[config.mk]
export PLATFORM = sky130hd
export DESIGN_NAME = mutex_unit_with_fifo_waiters_core
export DESIGN_NICKNAME = d
export VERILOG_FILES = /design/src/rtl/core/mtxq_pkg.sv /design/src/rtl/core/mutex_unit_with_fifo_waiters_core.sv
export SDC_FILE = /design/constraint.sdc
export NUM_CORES = 2
export LEC_CHECK = 0
export BUFFER_PORTS_ARGS = -buffer_cell sky130_fd_sc_hd__clkbuf_2
export CORE_MARGIN = 5
export CORE_UTILIZATION = 60
export DETAILED_ROUTE_END_ITERATION = 10
export GPL_ROUTABILITY_DRIVEN = 0
export PLACE_DENSITY = 0.76
export SLEW_MARGIN = 20
export SYNTH_ARGS = -nofsm -noshare
export SYNTH_HDL_FRONTEND = slang
export SYNTH_SLANG_ARGS = --single-unit
[constraint.sdc]
create_clock -name aclk -period 15.6 [get_ports aclk]
set_input_delay 3.12 -clock aclk [delete_from_list [all_inputs] [get_ports aclk]]
set_output_delay 3.12 -clock aclk [all_outputs]
set_load 0.02 [all_outputs]
[src/rtl/core/mtxq_pkg.sv]
// Package for the mutex pool with FIFO wait queues.
// Holds sizes, field widths, status and action codes and the per-slot record type.
// No dependencies.
package mtxq_pkg;

    localparam int MAX_TASKS  = 16;
    localparam int POOL_SLOTS = 16;

    // Widths fixed by the word layout
    localparam int ACTION_W = 3;
    localparam int HANDLE_W = 5;
    localparam int CALLER_W = 5;
    localparam int STATUS_W = 3;
    localparam int WOKEN_W  = 4;

    localparam int S_TDATA_W = 16;
    localparam int M_TDATA_W = 16;

    // Derived storage widths
    localparam int POS_W  = (MAX_TASKS > 1) ? $clog2(MAX_TASKS) : 1;
    localparam int CNT_W  = $clog2(MAX_TASKS + 1);
    localparam int SLOT_W = (POOL_SLOTS > 1) ? $clog2(POOL_SLOTS) : 1;
    localparam int RING_AW    = SLOT_W + POS_W;
    localparam int RING_DEPTH = 1 << RING_AW;

    localparam logic [CALLER_W-1:0] MAIN_CTX = CALLER_W'(MAX_TASKS);
    localparam logic [CALLER_W-1:0] NO_OWNER = CALLER_W'(MAX_TASKS + 1);

    localparam logic [ACTION_W-1:0] ACT_CREATE  = 3'd0;
    localparam logic [ACTION_W-1:0] ACT_DESTROY = 3'd1;
    localparam logic [ACTION_W-1:0] ACT_LOCK    = 3'd2;
    localparam logic [ACTION_W-1:0] ACT_UNLOCK  = 3'd3;
    localparam logic [ACTION_W-1:0] ACT_CANCEL  = 3'd4;

    localparam logic [STATUS_W-1:0] STS_OK            = 3'd0;
    localparam logic [STATUS_W-1:0] STS_INVALID_ARG   = 3'd1;
    localparam logic [STATUS_W-1:0] STS_TIMEOUT       = 3'd2;
    localparam logic [STATUS_W-1:0] STS_BUSY          = 3'd3;
    localparam logic [STATUS_W-1:0] STS_BLOCKED       = 3'd4;
    localparam logic [STATUS_W-1:0] STS_INVALID_STATE = 3'd5;
    localparam logic [STATUS_W-1:0] STS_PERMISSION    = 3'd6;
    localparam logic [STATUS_W-1:0] STS_NO_FREE_SLOT  = 3'd7;

    // Per-slot record kept in the slot memory
    typedef struct packed {
        logic [CALLER_W-1:0] owner;
        logic [POS_W-1:0]    head;
        logic [POS_W-1:0]    tail;
        logic [CNT_W-1:0]    count;
    } meta_t;

    typedef enum logic [4:0] {
        S_IDLE = 5'b00001,
        S_META = 5'b00010,
        S_RING = 5'b00100,
        S_SCAN = 5'b01000,
        S_DONE = 5'b10000
    } state_t;

    // Ring position plus offset, wrapped at MAX_TASKS (offset never exceeds MAX_TASKS)
    function automatic logic [POS_W-1:0] ring_add(input logic [POS_W-1:0] pos,
                                                  input logic [CNT_W-1:0] off);
        logic [CNT_W:0] sum;
        sum = (CNT_W + 1)'(pos) + (CNT_W + 1)'(off);
        if (sum >= (CNT_W + 1)'(MAX_TASKS)) begin
            sum = sum - (CNT_W + 1)'(MAX_TASKS);
        end
        return sum[POS_W-1:0];
    endfunction

endpackage

[src/rtl/core/mutex_unit_with_fifo_waiters_core.sv]
// Mutex pool with FIFO wait queues: top level and whole datapath.
// Depends on mtxq_pkg for sizes, codes and the slot record type.
//
// Each input word is one request (create, destroy, lock, unlock, cancel_wait)
// and gives exactly one result word. Requests are handled one at a time by a
// small sequencer around two synchronous memories: a slot memory (owner, ring
// head, tail and count per mutex) and a waiter memory holding every mutex's
// ring of task ids. Create, destroy and lock pass through S_META to S_DONE;
// an unlock that hands the mutex to a waiter also passes through S_RING,
// since the oldest waiter needs a second memory read. Cancel_wait walks the
// waiter ring one entry per cycle in S_SCAN. A finished result sits in the
// output register while the next word is accepted; the sequencer stalls only
// when a second result is ready before the first is taken. After reset the
// pool is empty and no clearing pass is needed: slot records are rewritten
// by create.
module mutex_unit_with_fifo_waiters_core (
    input  logic                             aclk,
    input  logic                             aresetn,
    input  logic                             s_tvalid,
    output logic                             s_tready,
    // [2:0] action, [7:3] handle, [12:8] caller, [15:13] zero
    input  logic [mtxq_pkg::S_TDATA_W-1:0]   s_tdata,
    output logic                             m_tvalid,
    input  logic                             m_tready,
    // [2:0] status, [7:3] new_handle, [8] woken_valid, [12:9] woken_task, [15:13] zero
    output logic [mtxq_pkg::M_TDATA_W-1:0]   m_tdata
);
    import mtxq_pkg::*;

    state_t state_reg, state_next;

    logic [ACTION_W-1:0] action_reg;
    logic [HANDLE_W-1:0] handle_reg;
    logic [CALLER_W-1:0] caller_reg;

    logic [POOL_SLOTS-1:0] slot_used_reg, slot_used_next;

    meta_t meta_mem [POOL_SLOTS];
    meta_t meta_rd_reg;
    logic [SLOT_W-1:0] meta_raddr;
    logic              meta_we;
    logic [SLOT_W-1:0] meta_waddr;
    meta_t             meta_wdata;

    logic [POS_W-1:0]   ring_mem [RING_DEPTH];
    logic [POS_W-1:0]   ring_rd_reg;
    logic [RING_AW-1:0] ring_raddr;
    logic               ring_we;
    logic [RING_AW-1:0] ring_waddr;
    logic [POS_W-1:0]   ring_wdata;

    logic [POS_W-1:0] scan_idx_reg, scan_idx_next;
    logic [CNT_W-1:0] kept_reg, kept_next;

    logic                res_load;
    logic [STATUS_W-1:0] res_status_reg, res_status_next;
    logic [HANDLE_W-1:0] res_handle_reg, res_handle_next;
    logic                res_wv_reg, res_wv_next;
    logic [WOKEN_W-1:0]  res_wt_reg, res_wt_next;

    logic                 m_tvalid_reg;
    logic [M_TDATA_W-1:0] m_tdata_reg;
    logic                 out_load;

    // Input word fields
    logic [HANDLE_W-1:0] s_handle;
    logic [HANDLE_W-1:0] s_handle_m1;
    logic [HANDLE_W-1:0] handle_m1;
    logic [SLOT_W-1:0]   slot_idx;
    logic                handle_ok;
    logic                slot_valid;
    logic                caller_ok;

    logic                free_found;
    logic [SLOT_W-1:0]   free_idx;

    meta_t               m;
    logic                keep;
    logic [CNT_W-1:0]    kept_new;

    assign s_handle    = s_tdata[7:3];
    assign s_handle_m1 = s_handle - HANDLE_W'(1);
    assign handle_m1   = handle_reg - HANDLE_W'(1);
    assign slot_idx    = handle_m1[SLOT_W-1:0];
    assign handle_ok   = (handle_reg != '0) && (handle_reg <= HANDLE_W'(POOL_SLOTS));
    assign slot_valid  = handle_ok && slot_used_reg[slot_idx];
    assign caller_ok   = caller_reg <= CALLER_W'(MAX_TASKS);
    assign m           = meta_rd_reg;
    assign meta_raddr  = s_handle_m1[SLOT_W-1:0];

    assign keep     = CALLER_W'(ring_rd_reg) != caller_reg;
    assign kept_new = kept_reg + CNT_W'(keep);

    assign s_tready = state_reg == S_IDLE;
    assign m_tvalid = m_tvalid_reg;
    assign m_tdata  = m_tdata_reg;
    assign out_load = (state_reg == S_DONE) && (!m_tvalid_reg || m_tready);

    // Lowest free slot
    always_comb begin
        free_found = 1'b0;
        free_idx   = '0;
        for (int i = POOL_SLOTS - 1; i >= 0; i--) begin
            if (!slot_used_reg[i]) begin
                free_found = 1'b1;
                free_idx   = SLOT_W'(i);
            end
        end
    end

    always_comb begin
        state_next      = state_reg;
        slot_used_next  = slot_used_reg;
        meta_we         = 1'b0;
        meta_waddr      = slot_idx;
        meta_wdata      = m;
        ring_we         = 1'b0;
        ring_waddr      = {slot_idx, m.tail};
        ring_wdata      = caller_reg[POS_W-1:0];
        ring_raddr      = {slot_idx, m.head};
        scan_idx_next   = scan_idx_reg;
        kept_next       = kept_reg;
        res_load        = 1'b0;
        res_status_next = STS_INVALID_ARG;
        res_handle_next = '0;
        res_wv_next     = 1'b0;
        res_wt_next     = '0;

        case (state_reg)
            S_IDLE: begin
                if (s_tvalid) begin
                    state_next = S_META;
                end
            end

            S_META: begin
                res_load   = 1'b1;
                state_next = S_DONE;
                case (action_reg)
                    ACT_CREATE: begin
                        if (free_found) begin
                            slot_used_next[free_idx] = 1'b1;
                            meta_we          = 1'b1;
                            meta_waddr       = free_idx;
                            meta_wdata.owner = NO_OWNER;
                            meta_wdata.head  = '0;
                            meta_wdata.tail  = '0;
                            meta_wdata.count = '0;
                            res_status_next  = STS_OK;
                            res_handle_next  = HANDLE_W'(free_idx) + HANDLE_W'(1);
                        end else begin
                            res_status_next = STS_NO_FREE_SLOT;
                        end
                    end
                    ACT_DESTROY: begin
                        if (slot_valid) begin
                            if (m.owner != NO_OWNER || m.count != '0) begin
                                res_status_next = STS_INVALID_STATE;
                            end else begin
                                slot_used_next[slot_idx] = 1'b0;
                                res_status_next = STS_OK;
                            end
                        end
                    end
                    ACT_LOCK: begin
                        if (slot_valid && caller_ok) begin
                            if (m.owner == NO_OWNER) begin
                                meta_we          = 1'b1;
                                meta_wdata.owner = caller_reg;
                                res_status_next  = STS_OK;
                            end else if (caller_reg == MAIN_CTX) begin
                                res_status_next = STS_TIMEOUT;
                            end else if (m.owner == caller_reg) begin
                                res_status_next = STS_BUSY;
                            end else begin
                                // queue at tail unless the ring is full
                                if (m.count < CNT_W'(MAX_TASKS)) begin
                                    ring_we          = 1'b1;
                                    meta_we          = 1'b1;
                                    meta_wdata.tail  = ring_add(m.tail, CNT_W'(1));
                                    meta_wdata.count = m.count + CNT_W'(1);
                                end
                                res_status_next = STS_BLOCKED;
                            end
                        end
                    end
                    ACT_UNLOCK: begin
                        if (slot_valid && caller_ok) begin
                            if (m.owner == NO_OWNER) begin
                                res_status_next = STS_INVALID_STATE;
                            end else if (m.owner != caller_reg) begin
                                res_status_next = STS_PERMISSION;
                            end else if (m.count != '0) begin
                                // fetch oldest waiter, finish in S_RING
                                res_load   = 1'b0;
                                state_next = S_RING;
                            end else begin
                                meta_we          = 1'b1;
                                meta_wdata.owner = NO_OWNER;
                                res_status_next  = STS_OK;
                            end
                        end
                    end
                    ACT_CANCEL: begin
                        if (slot_valid && caller_ok) begin
                            res_status_next = STS_TIMEOUT;
                            if (m.count != '0) begin
                                res_load      = 1'b0;
                                scan_idx_next = '0;
                                kept_next     = '0;
                                state_next    = S_SCAN;
                            end
                        end
                    end
                    default: begin
                        res_status_next = STS_INVALID_ARG;
                    end
                endcase
            end

            S_RING: begin
                meta_we          = 1'b1;
                meta_wdata.owner = CALLER_W'(ring_rd_reg);
                meta_wdata.head  = ring_add(m.head, CNT_W'(1));
                meta_wdata.count = m.count - CNT_W'(1);
                res_load         = 1'b1;
                res_status_next  = STS_OK;
                res_wv_next      = 1'b1;
                res_wt_next      = WOKEN_W'(ring_rd_reg);
                state_next       = S_DONE;
            end

            S_SCAN: begin
                // compact: write each surviving entry back at head + kept
                if (keep) begin
                    ring_we    = 1'b1;
                    ring_waddr = {slot_idx, ring_add(m.head, kept_reg)};
                    ring_wdata = ring_rd_reg;
                end
                kept_next = kept_new;
                if (CNT_W'(scan_idx_reg) == m.count - CNT_W'(1)) begin
                    meta_we          = 1'b1;
                    meta_wdata.tail  = ring_add(m.head, kept_new);
                    meta_wdata.count = kept_new;
                    res_load         = 1'b1;
                    res_status_next  = STS_TIMEOUT;
                    state_next       = S_DONE;
                end else begin
                    ring_raddr    = {slot_idx,
                                     ring_add(m.head, CNT_W'(scan_idx_reg) + CNT_W'(1))};
                    scan_idx_next = scan_idx_reg + POS_W'(1);
                end
            end

            S_DONE: begin
                if (out_load) begin
                    state_next = S_IDLE;
                end
            end

            default: begin
                state_next = S_IDLE;
            end
        endcase
    end

    // Control state
    always_ff @(posedge aclk) begin
        if (!aresetn) begin
            state_reg     <= S_IDLE;
            slot_used_reg <= '0;
            m_tvalid_reg  <= 1'b0;
        end else begin
            state_reg     <= state_next;
            slot_used_reg <= slot_used_next;
            if (out_load) begin
                m_tvalid_reg <= 1'b1;
            end else if (m_tready) begin
                m_tvalid_reg <= 1'b0;
            end
        end
    end

    // Request, scan and result payload
    always_ff @(posedge aclk) begin
        if (s_tvalid && s_tready) begin
            action_reg <= s_tdata[2:0];
            handle_reg <= s_handle;
            caller_reg <= s_tdata[12:8];
        end
        scan_idx_reg <= scan_idx_next;
        kept_reg     <= kept_next;
        if (res_load) begin
            res_status_reg <= res_status_next;
            res_handle_reg <= res_handle_next;
            res_wv_reg     <= res_wv_next;
            res_wt_reg     <= res_wt_next;
        end
        if (out_load) begin
            m_tdata_reg <= M_TDATA_W'({res_wt_reg, res_wv_reg, res_handle_reg, res_status_reg});
        end
    end

    // Slot memory: read in every idle cycle, so the record of the taken word holds for the whole request
    always_ff @(posedge aclk) begin
        if (meta_we) begin
            meta_mem[meta_waddr] <= meta_wdata;
        end
        if (state_reg == S_IDLE) begin
            meta_rd_reg <= meta_mem[meta_raddr];
        end
    end

    // Waiter memory; during a scan the write address always trails the read address
    always_ff @(posedge aclk) begin
        if (ring_we) begin
            ring_mem[ring_waddr] <= ring_wdata;
        end
        ring_rd_reg <= ring_mem[ring_raddr];
    end

    a_used_one_change: assert property (@(posedge aclk) disable iff (!aresetn)
        $countones(slot_used_reg ^ $past(slot_used_reg)) <= 1)
        else $error("more than one slot changed use in a cycle");

    a_woken_ok: assert property (@(posedge aclk) disable iff (!aresetn)
        (m_tvalid && m_tdata[8]) |-> (m_tdata[2:0] == STS_OK))
        else $error("woken task reported without ok status");

    a_kept_bound: assert property (@(posedge aclk) disable iff (!aresetn)
        (state_reg == S_SCAN) |-> (kept_reg <= CNT_W'(scan_idx_reg)))
        else $error("kept entries exceed scanned entries");

    a_count_bound: assert property (@(posedge aclk) disable iff (!aresetn)
        meta_we |-> (meta_wdata.count <= CNT_W'(MAX_TASKS)))
        else $error("ring count written above capacity");

    a_write_in_work: assert property (@(posedge aclk) disable iff (!aresetn)
        (meta_we || ring_we) |-> (state_reg != S_IDLE && state_reg != S_DONE))
        else $error("memory write outside request processing");

endmodule
==> run_results.csv <==
group,metric,value,unit
status,status,"finished, final reports clean",
sta,setup_viol,0,
clock_network,post_cts_buffers,0,
logic_synthesis,synth.cell_area,58700,µm²
critical_path,crit_family,"buffers and inverters",
sta,max_freq,152,MHz
clock_network,cts.sinks,1404,
power_and_ir_drop,power.leakage,21.1,nW
sta,tns,0,ps
drt,via_count,38030,
critical_path,cp_cell_sequence,"buf_4 > inv_1 > ha_1 > inv_1 > fa_1 > xnor2_1 > nand3_1 > a31oi_1 > a21oi_4 > buf_4 > buf_4 > buf_4 > nor2_2 > buf_4 > nand3_1 > nand4_1 > a21oi_1 > nand4_1 > o41ai_1 > or4b_1",
sta,finClkSkew,42.2,ps
power_and_ir_drop,ir_drop,0.146,mV
grt,grt_pass1_wl,233000,µm
sta,fin_crit_sh,42.3,%
placed_design,portBuffers,31,
grt,gr-total-overflow,0,
critical_path,slowest_stage,"a21oi_1",
critical_path,cp-end-kind,"register",
sta,slew_violations,0,
clock_network,path_clk_slew,60,ps
grt,grt_pass1_vias,37256,
sta,finalCriticalPeriod,6600,ps
drt,drt_first_iter_violations,5805,
finish,post-route-util,67.0,%
grt,grt_max_degree,166,
job,max_cap_violations,0,
drt,wl_per_cell,27.5,µm
logic_synthesis,synth_edf_count,1378,
grt,grt_use_total,30.0,%
floorplan,start_util,60.6,%
drt,firstDrtPassIters,8,
clock_network,clock_latency,780,ps
sta,grt_setup_unrepaired,"no",
critical_path,critPathKind,"reg2reg",
clock_network,cts_buffers,138,
critical_path,critPathMaxStageDelay,770,ps
finish,final_common_cell,"edfxtp_1",
clock_network,cts.htree.levels,4,
finish,largest_reg_flops,1024,
drt,route.detailed.drc,0,
logic_synthesis,yosysSeqAreaShare,71.4,%
grt,antenna_found_initial,3,
floorplan,io-pin-count,38,
floorplan,fp.dieW,323,µm
logic_synthesis,synth_cells,4310,
sta,holdWs,416,ps
clock_network,clock_path_buffers,3,
critical_path,critPathArrivalTime,7310,ps
finish,top_register,"ring_mem",
finish,final_cell_mix,"edfxtp_1 (1378), nand2_1 (815), nand3_1 (385)",
floorplan,die_area,104000,µm²
power_and_ir_drop,p_per_area,139,nW/µm²
hold_path,hold_path_class,"reg2reg",
critical_path,crit_required,16310,ps
logic_synthesis,async_flop_share,0,%
finish,instances_no_fill,5716,
drt,drt_wl_total,157000,µm
critical_path,critical_path.max_fanout,57,
finish,finalNetCount,4384,
finish,drive_gt1_share,11.5,%
critical_path,rrSetupSlack,9000,ps
placed_design,dp_cells,5469,
finish,area_growth,10.6,%
logic_synthesis,ys_seq_elements,1404,
placed_design,hpwl,89700,µm
critical_path,crit_buf_inv,7,
logic_synthesis,syn_area_per_cell,13.6,µm²
sta,final-hold-violation-count,0,
clock_network,cts_tree,"yes",
critical_path,critPathMostFrequentCell,"buf_4",
logic_synthesis,ys.flop_type,"edfxtp_1",
floorplan,core_area,96900,µm²
drt,ant_nets,0,
sta,slew_headroom,18.2,%
drt,routed_via_density,6.65,
sta,worst_pin_slew,1230,ps
critical_path,start_kind,"register",
clock_network,post_cts_resized,0,
logic_synthesis,ys_types,91,
clock_network,cts_hold_buf,0,
floorplan,die-height,323,µm
clock_network,cts_root_buffer,"clkbuf_16",
floorplan,rows,114,
logic_synthesis,synth_warnings,0,
## cell usage after synthesis (all sizes together) (6+ instances only)
library cell  count  share of area, %
edfxtp         1378                71
nand2           816               5.2
nand3           386               3.3
nor2            362               2.3
a21oi           166               1.4
buf             163               1.6
mux2i            98               1.7
clkbuf           97              0.62
mux4             94               3.6
o21ai            69              0.59
a211oi           63              0.81
nor3             63              0.57
a31oi            52              0.59
nand4            44              0.47
o22ai            42              0.46
nor4             34              0.37
inv              33              0.21
ha               27              0.58
dfxtp            26              0.89
and3             22              0.23
xnor2            21              0.34
a32oi            17              0.28
o21a             15              0.19
nor2b            13              0.14
or4              13              0.17
xor2             12              0.19
a22oi            11              0.14
nand2b           10              0.11
a21o              8              0.10
mux2              8              0.15
o211ai            8              0.10
o221ai            8              0.12
o22a              8              0.12
o41ai             8              0.12
or3               7             0.075
a2bb2oi           6              0.10
a311oi            6             0.090
nor3b             6             0.085
## path summary, 6_finish.rpt
kind | start | end | cells past startpoint
worst max-delay path | m[9] | ring_rd_reg[2] | 20
worst min-delay path | res_handle_reg[2] | m_tdata[5] | 0
worst max register to register | m[9] | ring_rd_reg[2] | 20
worst min register to register | res_handle_reg[2] | m_tdata[5] | 0
## report_power, final
group	switching [mW]	internal [mW]	leakage (nW)
Clock	1.43	1.88	2.15
Sequential	0.0504	4.26	12.7
Combinational	1.03	0.381	6.33
## cell type report
| type | count | area [µm²] |
|---|---|---|
| sequential | 1404 | 41900 |
| fill | 6401 | 32000 |
| multi-input combinational | 2613 | 15800 |
| clock buffer | 177 | 3680 |
| tap | 1276 | 1600 |
| timing repair buffer | 142 | 1030 |
| clock inverter | 68 | 772 |
| inverter | 35 | 131 |
| antenna | 1 | 2.50 |
## per-layer routing
metal	GRT usage, %	part of all wire (%)
met5	0	0.017
met4	15.1	5.7
met3	6.76	11
met2	48.1	48
met1	39.3	35
## per-stage QoR
stage                     power [mW]  setup WS [ps]  instance area, µm²
final                           9.03           9000               64900
after global routing            9.30           8860               64900
after CTS                       9.02           9100               64800
after detailed placement        5.75           9120               60400
after global placement          5.72           9180               60400
after floorplan                 5.29           2030               58700
## logic make-up after synthesis
kind of cell	after synthesis	synth area share (%)
simple gates	1802	13.4
compound gates	544	6.11
other cells	1	0.00639
fa+ha+maj	30	0.678
xor+xnor	34	0.569
buf+inv	295	2.40
flops	1404	71.4
mux	200	5.43
(Power assumes the default switching activity.)
